File: src/rtl/csdc_ram.sv
`timescale 1ns / 1ps
module csdc_ram #(
  parameter int WIDTH = 8,
  parameter int DEPTH = 16
) (
  input  logic                     clk_i,
  input  logic                     we_i,
  input  logic [$clog2(DEPTH)-1:0] addr_i,
  input  logic [WIDTH-1:0]         wdata_i,
  output logic [WIDTH-1:0]         rdata_o
);

  logic [WIDTH-1:0] mem [DEPTH];
  logic [WIDTH-1:0] rdata_q;

  always_ff @(posedge clk_i) begin
    if (we_i) begin
      mem[addr_i] <= wdata_i;
    end
    rdata_q <= mem[addr_i];
  end

  assign rdata_o = rdata_q;

endmodule

File: config.mk
export PLATFORM = sky130hd
export DESIGN_NAME = csdc_ram
export DESIGN_NICKNAME = d
export VERILOG_FILES = /design/src/rtl/csdc_ram.sv
export SDC_FILE = /design/constraint.sdc
export NUM_CORES = 1
export LEC_CHECK = 0
export BUFFER_PORTS_ARGS = -buffer_cell sky130_fd_sc_hd__clkbuf_2
export CAP_MARGIN = 20
export CORE_MARGIN = 8
export CORE_UTILIZATION = 60
export CTS_CLUSTER_DIAMETER = 40
export CTS_CLUSTER_SIZE = 16
export DETAILED_ROUTE_END_ITERATION = 12
export PLACE_DENSITY = 0.78
export SYNTH_ARGS = -nofsm -noshare
export SYNTH_HDL_FRONTEND = slang
export SYNTH_SLANG_ARGS = --single-unit
File: constraint.sdc
create_clock -name clk_i -period 1.8 [get_ports clk_i]
set_input_delay 0.09 -clock clk_i [delete_from_list [all_inputs] [get_ports clk_i]]
set_output_delay 0.09 -clock clk_i [all_outputs]
set_load 0.1 [all_outputs]
==> Word level (Yosys, flattened, before mapping) <==
Memories as Yosys holds them, arrays and structs flattened. A register that Yosys moved wholly into a read port is not among the register bits.
Cells that the tools add are included.
{ "classes": {"n_mux": 2} }
{ "ops": {"columns": ["op", "n"], "rows": [
  ["two-way mux 1 bit", 2]
]} }
{ "word_totals": {"inputBits": 14, "ram_bits": 128, "regBits": 0, "wordCells": 3, "output_inout_bits": 8, "n_memories": 1} }
{ "memory_table": {"columns": ["name", "depth", "word_bits", "read_ports", "rd_ports_with_merged_regs", "write_ports", "line", "rtl"], "rows": [
  ["mem", 16, 8, 1, 1, 1, "13", "logic [WIDTH-1:0] mem [DEPTH];"]
]} }

==> Longest topological paths before layout <==
Gate-level depths: netlist of run 1.
{ "depth": {"depth_word": 2, "mapped_depth": 5, "ltp_nobuf": 3} }

==> Worst setup path before layout of run 1 <==
Ideal clock, no wire load.
{ "synth_path": {"path_kind": "in2reg", "start": "in addr_i[2]", "end": "mem mem[0][0], enable pin", "t_arrival_ns": 1.200, "setup_time_ns": 0.383, "path_stages": 2, "required_ns": 1.417, "setup_slack_ns": 0.217, "n_path_buf": 0, "path_cell_list": "or3b_2 > nor3_1"} }
{ "synth_lines": {"columns": ["element", "line", "rtl"], "rows": [
  ["start, declared", "8", "input logic [$clog2(DEPTH)-1:0] addr_i,"],
  ["end, declared", "13", null]
]} }
Straight into the memory's write port.

==> Worst setup path in the final report of run 1 <==
{ "layout_path": {"start": "reg rdata_q[2], in the netlist rdata_o[2] (read register of mem)", "end": "out rdata_o[2]"} }
{ "layout_lines": {"columns": ["element", "line", "rtl"], "rows": [
  ["start, declared", "14", "logic [WIDTH-1:0] rdata_q;"],
  ["end, declared", "10", "output logic [WIDTH-1:0] rdata_o"]
]} }
No word-level cell between the ends.

==> metrics list, run 1 <==
- Switching share of total power: ~22%
* Via count of the first global-routing pass: about 2.6k
- From left edge to right edge, the die measures ~110 µm.
- The clock drives roughly 140 sinks.
- Max-cap check violation count: 0
- Max-slew violations: 0
- The area growth from synthesis to layout is 18.1%.
* Top fanout value on the critical path: 1
- After synthesis, the largest area contributor takes up between 70% and 80% of total cell area.
- The clock tree synthesis step divided the H-tree into 4 levels.
- The synthesized design spends more area on one cell type than any other, namely sky130_fd_sc_hd__edfxtp_1.
* Upper clock frequency limit: 708 MHz
- Yosys mapped a number of flops with a built-in enable equal to between 100 and 150.
- Setup crit start kind: register
- For the finished layout, the period the worst path requires is between 1 and 1.5 ns.
- The clock passes through at most 2 buffers.
- For this design, the slowest cell found on the critical path is sky130_fd_sc_hd__clkbuf_2.
* Share of flip-flops with an asynchronous set or reset after synthesis: 0%
- The floorplan has 33 rows.
- VDD sags by at most roughly 800 µV.
* Proportion of power drawn by the clock network: between 40% and 50%
* Die boundary height: roughly 110 µm
- For the pin with the worst max-slew slack, the measured transition is around 0.57 ns.
- The multi-input combinational cells in the finished layout cover a total of 1000 µm².
- DR WL/cell: roughly 23 µm
* Fraction of final layout cells with drive strength greater than 1: approximately a third
- Weighted congestion at the end of routability-driven global placement: slightly above 0.7
- Ports placed on the boundary: 22
- Final-layout fill cell count: 490
- The floorplan step defined a die boundary enclosing about 12,000 µm².
- Pin count of the biggest net entering global routing: 40
- Post CTS Setup Buffer Count: 0
* Clock Latency Late Sink: roughly 0.5 ns
- Pre-Repair DR Iteration Count: 4
- Worst-path clk slew: ~0.06 ns
- STA puts the critical path data required time at roughly 1.7 ns.
- CTS Buf Count: 17
- Number of buffers and inverters on the critical path: 1
- Hold slack: ~0.014 ns
* Antenna Violating Nets Remaining: 0
- Global-route wire length before repair: around 14,000 µm
- The total overflow left after global routing is 0.
* Result of the run: finished, final reports clean
* Crit path setup slack, layout: roughly 0.39 ns
- Synthesis produced a netlist whose cell count is 230.
- Yosys printed 0 warnings.
- Summed over all cells, the static leakage comes to between 0.002 and 0.0025 µW.
- Combinational Power Share: around 7%
- Number of nets in the synthesized netlist: 244
* DPL Wire Length: between 5000 and 6000 µm
- Root buf cell: sky130_fd_sc_hd__clkbuf_8
- In the final timing run, aggregate negative setup slack is 0 ns.
- Iteration-0 DRC Markers: between 150 and 200
- Counting flops and latches in the post-synthesis netlist gives approximately 140.
- The analysis attributes to net switching a power of 1560 µW.
- Via total after detailed routing: about 2.4k
* Global router's overall resource usage: around 17%
- Part of the cycle the worst path needs: between 70 and 80%
- Summing every instance area after synthesis gives a little over 5000 µm².
- Worst stage delay on the critical path: around 0.47 ns
* Max Clock Skew: 0.00655 ns
- The worst setup path is of the register to output port kind.
* Area contributors post-synth: sky130_fd_sc_hd__edfxtp_1, sky130_fd_sc_hd__mux4_2, sky130_fd_sc_hd__dfxtp_1, sky130_fd_sc_hd__a22oi_1, sky130_fd_sc_hd__nor2_1
* Placed insts: around 370
* Worst Hold Class: input port to register
* Part of the Yosys area used for sequential elements: roughly four fifths
- Across the whole layout, storage elements account for about 4000 µm².
- Number of setup violations in the final report: 0
- On the critical path the largest part of the delay comes from buffers and inverters.
- The final number of hold-violating endpoints is 0.
* Yosys cell types: 18
- Core Util, Final: roughly 73%
- Core Footprint: approximately 8200 µm²
- Timing analysis after detailed placement gives a worst setup slack of roughly 0.15 ns.
- After the last flow step, the layout net total stands at roughly 300.
* Cell Int Power: 5510 µW
* Arrival @ worst endpoint: approximately 1.3 ns
- Dividing the detail-routed via count by the number of cells gives roughly 6.
- Starting density of the core: approximately three fifths
- Proportion of power drawn by flip-flops and latches: 50.5%
* Total power divided by cell area: between 1000 and 1500 nW/µm²
- Port buffering added 21 buffers.
* Dominant synthesized flop cell: sky130_fd_sc_hd__edfxtp_1
- Measured against its own limit, the worst slew margin works out to between 60 and 70%.
- The signal on the critical path passes through clkbuf_2.
- Antenna diode count: 0
- Setup repair after global routing missed its margin: no
- The finished layout holds 400 standard cells, fillers aside.
* Critical Path End Type: output port
- TritonCTS built the clock tree.
- Summed over all layers, the routed wires come to slightly above 9000 µm.
- The initial antenna violation count was 0.
- Synthesized area divided by synthesized cell count: 22.0 µm²
* Residual DRC count: 0
state kept, by name, summed over array words and instances (netlist names):
name	count
mem	128
rdata_o	8
routing by layer:
metal / GRT usage (%) / routed length [µm]
met5: 0 / 0
met4: 6.05 / 97
met3: 5.51 / 413
met2: 27.9 / 4770
met1: 22.4 / 3950
path summary, 6_finish.rpt:
check / from / end / slack [ns] / cells after the start
worst max register to register: mem[0][7] / rdata_o[7] / 0.41 / 3
worst max-delay path: rdata_o[2] / rdata_o[2] / 0.39 / 1
worst min register to register: mem[13][5] / rdata_o[5] / 0.67 / 3
worst min-delay path: wdata_i[0] / mem[7][0] / 0.01 / 1
kinds of logic after synthesis:
logic type | after synthesis | synth area share [%]
buffers and inverters | 11 | 1.19
multiplexers | 32 | 14.2
flip-flops | 136 | 79.0
AO/OA/AOI/OAI | 16 | 2.37
AND/OR/NAND/NOR | 35 | 3.21
repair_timing:
action / in CTS / in global routing
setup endpoints to repair: 0 / 0
resized for setup: 0 / 0
hold buffers: 1 / 0
endpoints found under the hold margin: 16 / 0
metrics by stage:
stage	total power (µW)	instance area, µm²
detailed placement	4120	5450
finish	7060	5980
floorplan	3960	5070
global route	7280	5980
CTS	7120	5980
global placement	4100	5450
area by class of cell:
type                            instances  share of cell area, %
Clock buffer                           19                   7.05
Multi-Input combinational cell         83                   16.8
Sequential cell                       136                   66.9
Clock inverter                         13                   1.78
Timing Repair Buffer                   44                   5.31
Tap cell                              105                   2.20
synthesized netlist by cell type, drive strengths merged (2+ instances only):
cell type / count
nor2: 13
buf: 8
dfxtp: 8
edfxtp: 128
nand3b: 2
clkbuf: 3
nor2b: 2
nand2b: 2
a22oi: 16
mux4: 32
nor3: 4
nand2: 9
layout by cell type (no fill, tap or decap), types with 3 or more instances in the layout:
master | synthesis | layout
sky130_fd_sc_hd__nor2_1 | 13 | 13
sky130_fd_sc_hd__clkinv_2 | 0 | 4
sky130_fd_sc_hd__dfxtp_1 | 8 | 8
sky130_fd_sc_hd__clkinvlp_4 | 0 | 3
sky130_fd_sc_hd__nor3_1 | 4 | 4
sky130_fd_sc_hd__nand2_1 | 9 | 9
sky130_fd_sc_hd__clkbuf_16 | 0 | 16
sky130_fd_sc_hd__buf_4 | 0 | 19
sky130_fd_sc_hd__mux4_2 | 32 | 32
sky130_fd_sc_hd__clkbuf_2 | 1 | 21
sky130_fd_sc_hd__buf_12 | 0 | 3
sky130_fd_sc_hd__a22oi_1 | 16 | 16
sky130_fd_sc_hd__edfxtp_1 | 128 | 128
power by group through the flow:
stage	Clock, µW	Combinational [µW]	Sequential (µW)
after floorplan	0	182	3780
after global placement	0	478	3630
after detailed placement	0	487	3630
after CTS	3070	493	3570
after global routing	3200	513	3570
final	3010	486	3560
Power figures use the tool's default switching activity.
==> inputs of run 2 (changes only) <==
clock period = 1.3 ns   (was 1.8 ns; I/O delays follow)
==> run 2 against run 1 <==
  * The flow now finishes with violations (setup timing)
  * Sequential power rose by 39%
  * Utilization rose by 3.9 points
  * Register-to-register slack got worse by 0.46 ns
  * Global-route usage rose by 0.33 points
  * Routed wire length rose by 2.2%
  * Critical path type is now register to register
  * Cell count rose by 5.3%
==> metrics list, run 2 (synthesized netlist as in run 1, its figures left out) <==
- The checks that failed: setup timing.
- Cell area after placement: 5650 µm²
- The worst setup path is launched from a register.
- Worst voltage drop across the vdd grid: around 1300 µV
* Period minus WS final: 1.35 ns
- Maximum level of the CTS H-tree: 4
* Area of all placed cells without fillers: between 6000 and 7000 µm²
- Most common cell after layout, fill and taps aside: sky130_fd_sc_hd__edfxtp_1
* Via count normalized by instance count: approximately 6
- Root buf cell: sky130_fd_sc_hd__clkbuf_8
* TritonCTS clock tree: built
- After floorplanning, the core was divided into 33 placement rows.
* Worst-path clk slew: roughly 0.060 ns
- Result of the run: complete, but fails checks
- Worst Hold Class: input port to register
* Iteration-0 DRC Markers: between 100 and 150
- The die is ~110 µm wide.
- Top fanout value on the critical path: 1
- Worst Path Required: around 1.7 ns
* Clock net sink count: around 140
- Entering global routing, the biggest net connects 22 pins.
- Global routing finished with a remaining overflow of 0.
* Overall die area: about 12,000 µm²
- Summed over all layers, the routed wires come to about 9400 µm.
* Global-route wire length before repair: roughly 15,000 µm
* Fraction of final layout cells with drive strength greater than 1: between 40 and 50%
* Number of antenna violations at the first check in global routing: 0
- The library cells used most frequently in the layout, excluding fill and tap cells, are sky130_fd_sc_hd__edfxtp_1, sky130_fd_sc_hd__mux4_2, sky130_fd_sc_hd__buf_4.
- The register with the most flip-flops in the layout has 128 of them.
- Max-slew violations: 0
- The via count of the first global-routing pass is between 2k and 3k.
* Ports placed on the boundary: 22
* Part of the cycle the worst path needs: 104%
- Antenna Violating Nets Remaining: 0
* Max-Slew Margin vs Limit: approximately 57%
- Once layout is complete, the utilization of the core stands at between 70 and 80%.
- In the routed design, unresolved DRC markers number 0.
- For this configuration, the core starts out at a cell density of between 60% and 70%.
- The first detailed-routing pass took 4 iterations.
- The core region is 8220 µm².
- Critical setup path kind: register to register
- The final number of hold-violating endpoints came to 0.
- P&R area growth vs syn: 24.4%
- Pleak: around 0.0021 µW
* Clock Latency Late Sink: about 0.51 ns
- Nets: about 320
* Number of port buffers: 21
- Setup repair after global routing could not meet its margin everywhere.
* Via total after detailed routing: about 2.5k
- Number of setup violations in the final report: 2
- CTS Buf Count: 17
- DPL Wire Length: between 6000 and 7000 µm
* Arrival @ worst endpoint: about 1.8 ns
* Transition time at the pin with the least slew margin: approximately 0.64 ns
* Post CTS Setup Buffer Count: 0
- The floorplan step set the die height to 108 µm.
* Upper clock frequency limit: 741 MHz
- For this run, the total global-route usage over all layers was measured as between 15 and 20%.
- Most flops, register: mem
- After routing, the total negative slack on setup checks comes to -0.0580 ns.
- Antenna diode count: 0
- Setup Slack @ Placement: -0.200 ns
* Crit path setup slack, layout: -0.0495 ns
- Power spread over the standard cell area amounts to about 1600 nW/µm².
* DR WL/cell: 22.4 µm
- Max Root-Sink Buffers: 2
- Max-cap violations in this run came to 0.
* Max Clock Skew: approximately 0.0042 ns
- The worst setup path is captured at a register.
- Routability-driven placement finished with a final weighted congestion of approximately 0.82.
run 2: cell types whose count changed in the layout (fill, tap and decap cells not counted), sizes merged:
cell,before,now
buf,22,39
dlygate4sd3,1,7
clkbuf,40,36
inv,1,3
clkinv,8,7
clkinvlp,3,4
run 2: layout make-up:
type	count	area, µm²
Sequential cell	136	4000
Fill cell	422	1910
Multi-Input combinational cell	83	1060
Timing Repair Buffer	65	567
Clock buffer	17	414
Tap cell	105	131
Clock inverter	15	129
run 2: worst paths after layout:
path / start / endpoint / slack [ns] / depth (start not counted)
worst min register to register: mem[15][5] / rdata_o[5] / 0.66 / 3
worst max-delay path: mem[3][3] / rdata_o[3] / -0.05 / 3
worst min-delay path: wdata_i[0] / mem[5][0] / 0.003 / 1
worst max register to register: mem[3][3] / rdata_o[3] / -0.05 / 3
run 2: stage by stage:
step | hold WS [ns] | power, µW | cells
final | 0.00344 | 9980 | 421
after CTS | 0.00898 | 10000 | 421
after detailed placement | 0.501 | 5740 | 382
after global placement | 0.459 | 5710 | 382
after global routing | 0.0218 | 10300 | 421
after floorplan | 0.164 | 5490 | 230
run 2: repair_timing:
action,4_1_cts,5_1_grt
endpoints found under the hold margin,112,0
gates resized for setup,8,3
pin swaps,1,3
hold buffers,7,0
setup endpoints to repair,12,8
run 2: critical path: stages (launching register included):
cell and delay (ns):
sky130_fd_sc_hd__edfxtp_1 0.41, sky130_fd_sc_hd__mux4_2 0.52, sky130_fd_sc_hd__a22oi_2 0.23, sky130_fd_sc_hd__nand2_1 0.08
run 2: layer usage:
layer | vias up | track usage [%] | wire [µm]
li1 | 1109 | - | -
met1 | 1302 | 23.1 | 3940
met2 | 91 | 28.6 | 4820
met3 | 12 | 4.61 | 528
met4 | 0 | 6.54 | 140
met5 | - | 0 | 0
run 2: power breakdown:
group          internal, µW  leakage [µW]  total (µW)  switching, µW
registers              4900       0.00122        4940           32.4
logic                   266      0.000650         754            488
clock network          2530      0.000260        4290           1760
total                  7700       0.00213        9980           2280
==> inputs of run 3 (changes only) <==
clock period = 1.5 ns   (was 1.3 ns; I/O delays follow)
==> run 3 against run 2 <==
  * Worst hold slack worse by 0.0021 ns
  * Largest cell class unchanged
  * The flow now finishes without violations
  * Highest routed layer unchanged
  * Sequential cell count unchanged
  * Clock skew is essentially flat
  * Largest power group unchanged
==> metrics list, run 3 (synthesized netlist as in run 1, its figures left out) <==
* Result of the run: finished, final reports clean
* Transition time at the pin with the least slew margin: ~0.72 ns
- Weighted congestion at the end of routability-driven global placement: 0.737
* Setup repair after global routing missed its margin: no
- Global router's overall resource usage: roughly a fifth
- Setup crit start kind: register
- For this run, design rule violations remaining after detail routing come to 0.
* Ports placed on the boundary: 22
- Most used routing layer: met2
- Max Clock Skew: 0.00460 ns
- Via count normalized by instance count: roughly 6
- Number of port buffers: 21
- Final non-filler cell total: approximately 420
- Max reg flops: around 130
- Overall die area: ~12,000 µm²
* DPL Wire Length: 6130 µm
- The first global-routing pass estimated between 15,000 and 20,000 µm of wire.
- In the layout the commonest cells are sky130_fd_sc_hd__edfxtp_1, sky130_fd_sc_hd__mux4_2, sky130_fd_sc_hd__buf_4.
* Starting density of the core: 61.7%
- Fraction of final layout cells with drive strength greater than 1: a little under two fifths
* Die boundary height: about 110 µm
* Final-layout fill cell count: between 400 and 500
- The area growth from synthesis to layout is 21.7%.
- 0 antenna diodes ended up in the layout.
- Part of the cycle the worst path needs: between 90% and 100%
- The final number of hold-violating endpoints was 0.
* Met1 usage in global routing: 24.5%
- Iteration-0 DRC Markers: about 180
* Core Util, Final: about three quarters
- Maximum level of the CTS H-tree: 4
- The clock reaches the later pin of the worst-skew pair after between 0.5 and 0.6 ns.
- IR analysis of the VDD net gives a maximum drop of a little over 900 µV.
* Clock net sink count: around 140
- Post CTS Setup Buffer Count: 0
- Clock-pin slew was measured on the worst setup and hold paths at about 0.05 ns.
* GR met2 Demand/Resource: around 29%
* Via count of the first global-routing pass: roughly 2.7k
- In this run the worst hold path is classified as input port to register.
- The root buffer cell chosen for the clock tree is sky130_fd_sc_hd__clkbuf_8.
- The tool flagged a number of max-cap violations equal to 0.
- Remaining Overflow, GRT: 0
* TritonCTS clock tree: built
- Number of setup violations in the final report: 0
- In this run the static leakage power is around 0.0021 µW.
- The count of nets left with antenna violations once routing finished came out at 0.
- Based on the critical path, the design can be clocked at up to between 700 and 800 MHz.
- Clock tree synthesis inserted a total of 17 buffers.
* Pre-Repair DR Iteration Count: 4
* Core Footprint: 8220 µm²
* Total power divided by cell area: around 1400 nW/µm²
- The initial antenna violation count was 0.
- Period minus WS final: approximately 1.4 ns
* Die boundary width: approximately 110 µm
* Max Root-Sink Buffers: 2
* Worst Path Required: ~1.9 ns
- The worst setup path is of the register to register kind.
- The library cell used most frequently in the layout, excluding fill and tap cells, is sky130_fd_sc_hd__edfxtp_1.
- Met3 track demand over resource in global routing: about 4.7%
* Max-Slew Margin vs Limit: about 52%
* Nets: around 310
- The initialized floorplan defines 33 standard-cell rows.
- The number of max-slew violations in the final report is 0.
- Entering global routing, the biggest net connects 30 pins.
* Top fanout value on the critical path: 1
- After detailed routing, the average wire length per cell comes to 23.6 µm.
* Most flops, register: mem
- Via total after detailed routing: 2,490
- In this run, placement finished with an instance count of 381.
- Total Wirelength: between 9000 and 10,000 µm
- STA classifies the critical path endpoint as a register.
* Arrival @ worst endpoint: approximately 1.8 ns
## run 3: cell count changes in the layout (fill, tap and decap cells not counted), moves of 4 or more
cell	delta
sky130_fd_sc_hd__a22oi_2	-4
sky130_fd_sc_hd__nor2_1	+12
sky130_fd_sc_hd__nor2_2	-12
sky130_fd_sc_hd__clkbuf_2	+7
sky130_fd_sc_hd__clkbuf_4	-5
sky130_fd_sc_hd__clkbuf_1	+5
sky130_fd_sc_hd__a22oi_1	+4
## run 3: cell type report
| type | count | area (µm²) | share of cell area [%] |
|---|---|---|---|
| multi-input combinational | 83 | 1010 | 16.4 |
| timing repair buffer | 61 | 478 | 7.75 |
| clock inverter | 7 | 70.1 | 1.14 |
| clock buffer | 25 | 474 | 7.69 |
| tap | 105 | 131 | 2.13 |
| sequential | 136 | 4000 | 64.9 |
## run 3: stage by stage
step / setup TNS, ns / area (µm²) / hold WS, ns / setup slack, ns / power (µW)
global route: 0 / 6170 / 0.00970 / 0.0271 / 8880
global placement: -0.0711 / 5580 / 0.475 / -0.0711 / 4950
finish: 0 / 6170 / 0.00136 / 0.0733 / 8610
floorplan: -0.473 / 5070 / 0.174 / -0.0131 / 4750
detailed placement: -0.107 / 5580 / 0.512 / -0.107 / 4970
CTS: 0 / 6170 / 0.0000141 / 0.0110 / 8670
## run 3: per-layer routing
metal | share of wire (%) | routed length [µm]
met5 | 0 | 0
met4 | 1.3 | 131
met3 | 5.7 | 561
met2 | 52 | 5070
met1 | 41 | 4060
## run 3: worst paths after layout
path	startpoint	to	slack (ns)	cells past startpoint
min reg2reg	mem[15][6]	rdata_o[6]	0.67	3
min	wdata_i[7]	mem[8][7]	0.001	1
max reg2reg	mem[11][2]	rdata_o[2]	0.07	3
max	mem[11][2]	rdata_o[2]	0.07	3
## run 3: critical path, stage by stage, from the launching register on
cell                       delay (ns)
sky130_fd_sc_hd__edfxtp_1        0.36
sky130_fd_sc_hd__mux4_2          0.47
sky130_fd_sc_hd__a22oi_1         0.37
sky130_fd_sc_hd__nand2_1         0.11
## run 3: power by group
group / total (µW) / leakage [µW] / internal (µW) / switching [µW]
registers: 4280 / 0.00122 / 4250 / 27.6
logic: 621 / 0.000626 / 205 / 416
clock network: 3710 / 0.000254 / 2320 / 1390
## run 3: what timing repair did
item                                   CTS  global route
resized for setup                        0             1
setup endpoints to repair                0             1
hold buffers                             4             0
endpoints found under the hold margin   60             0
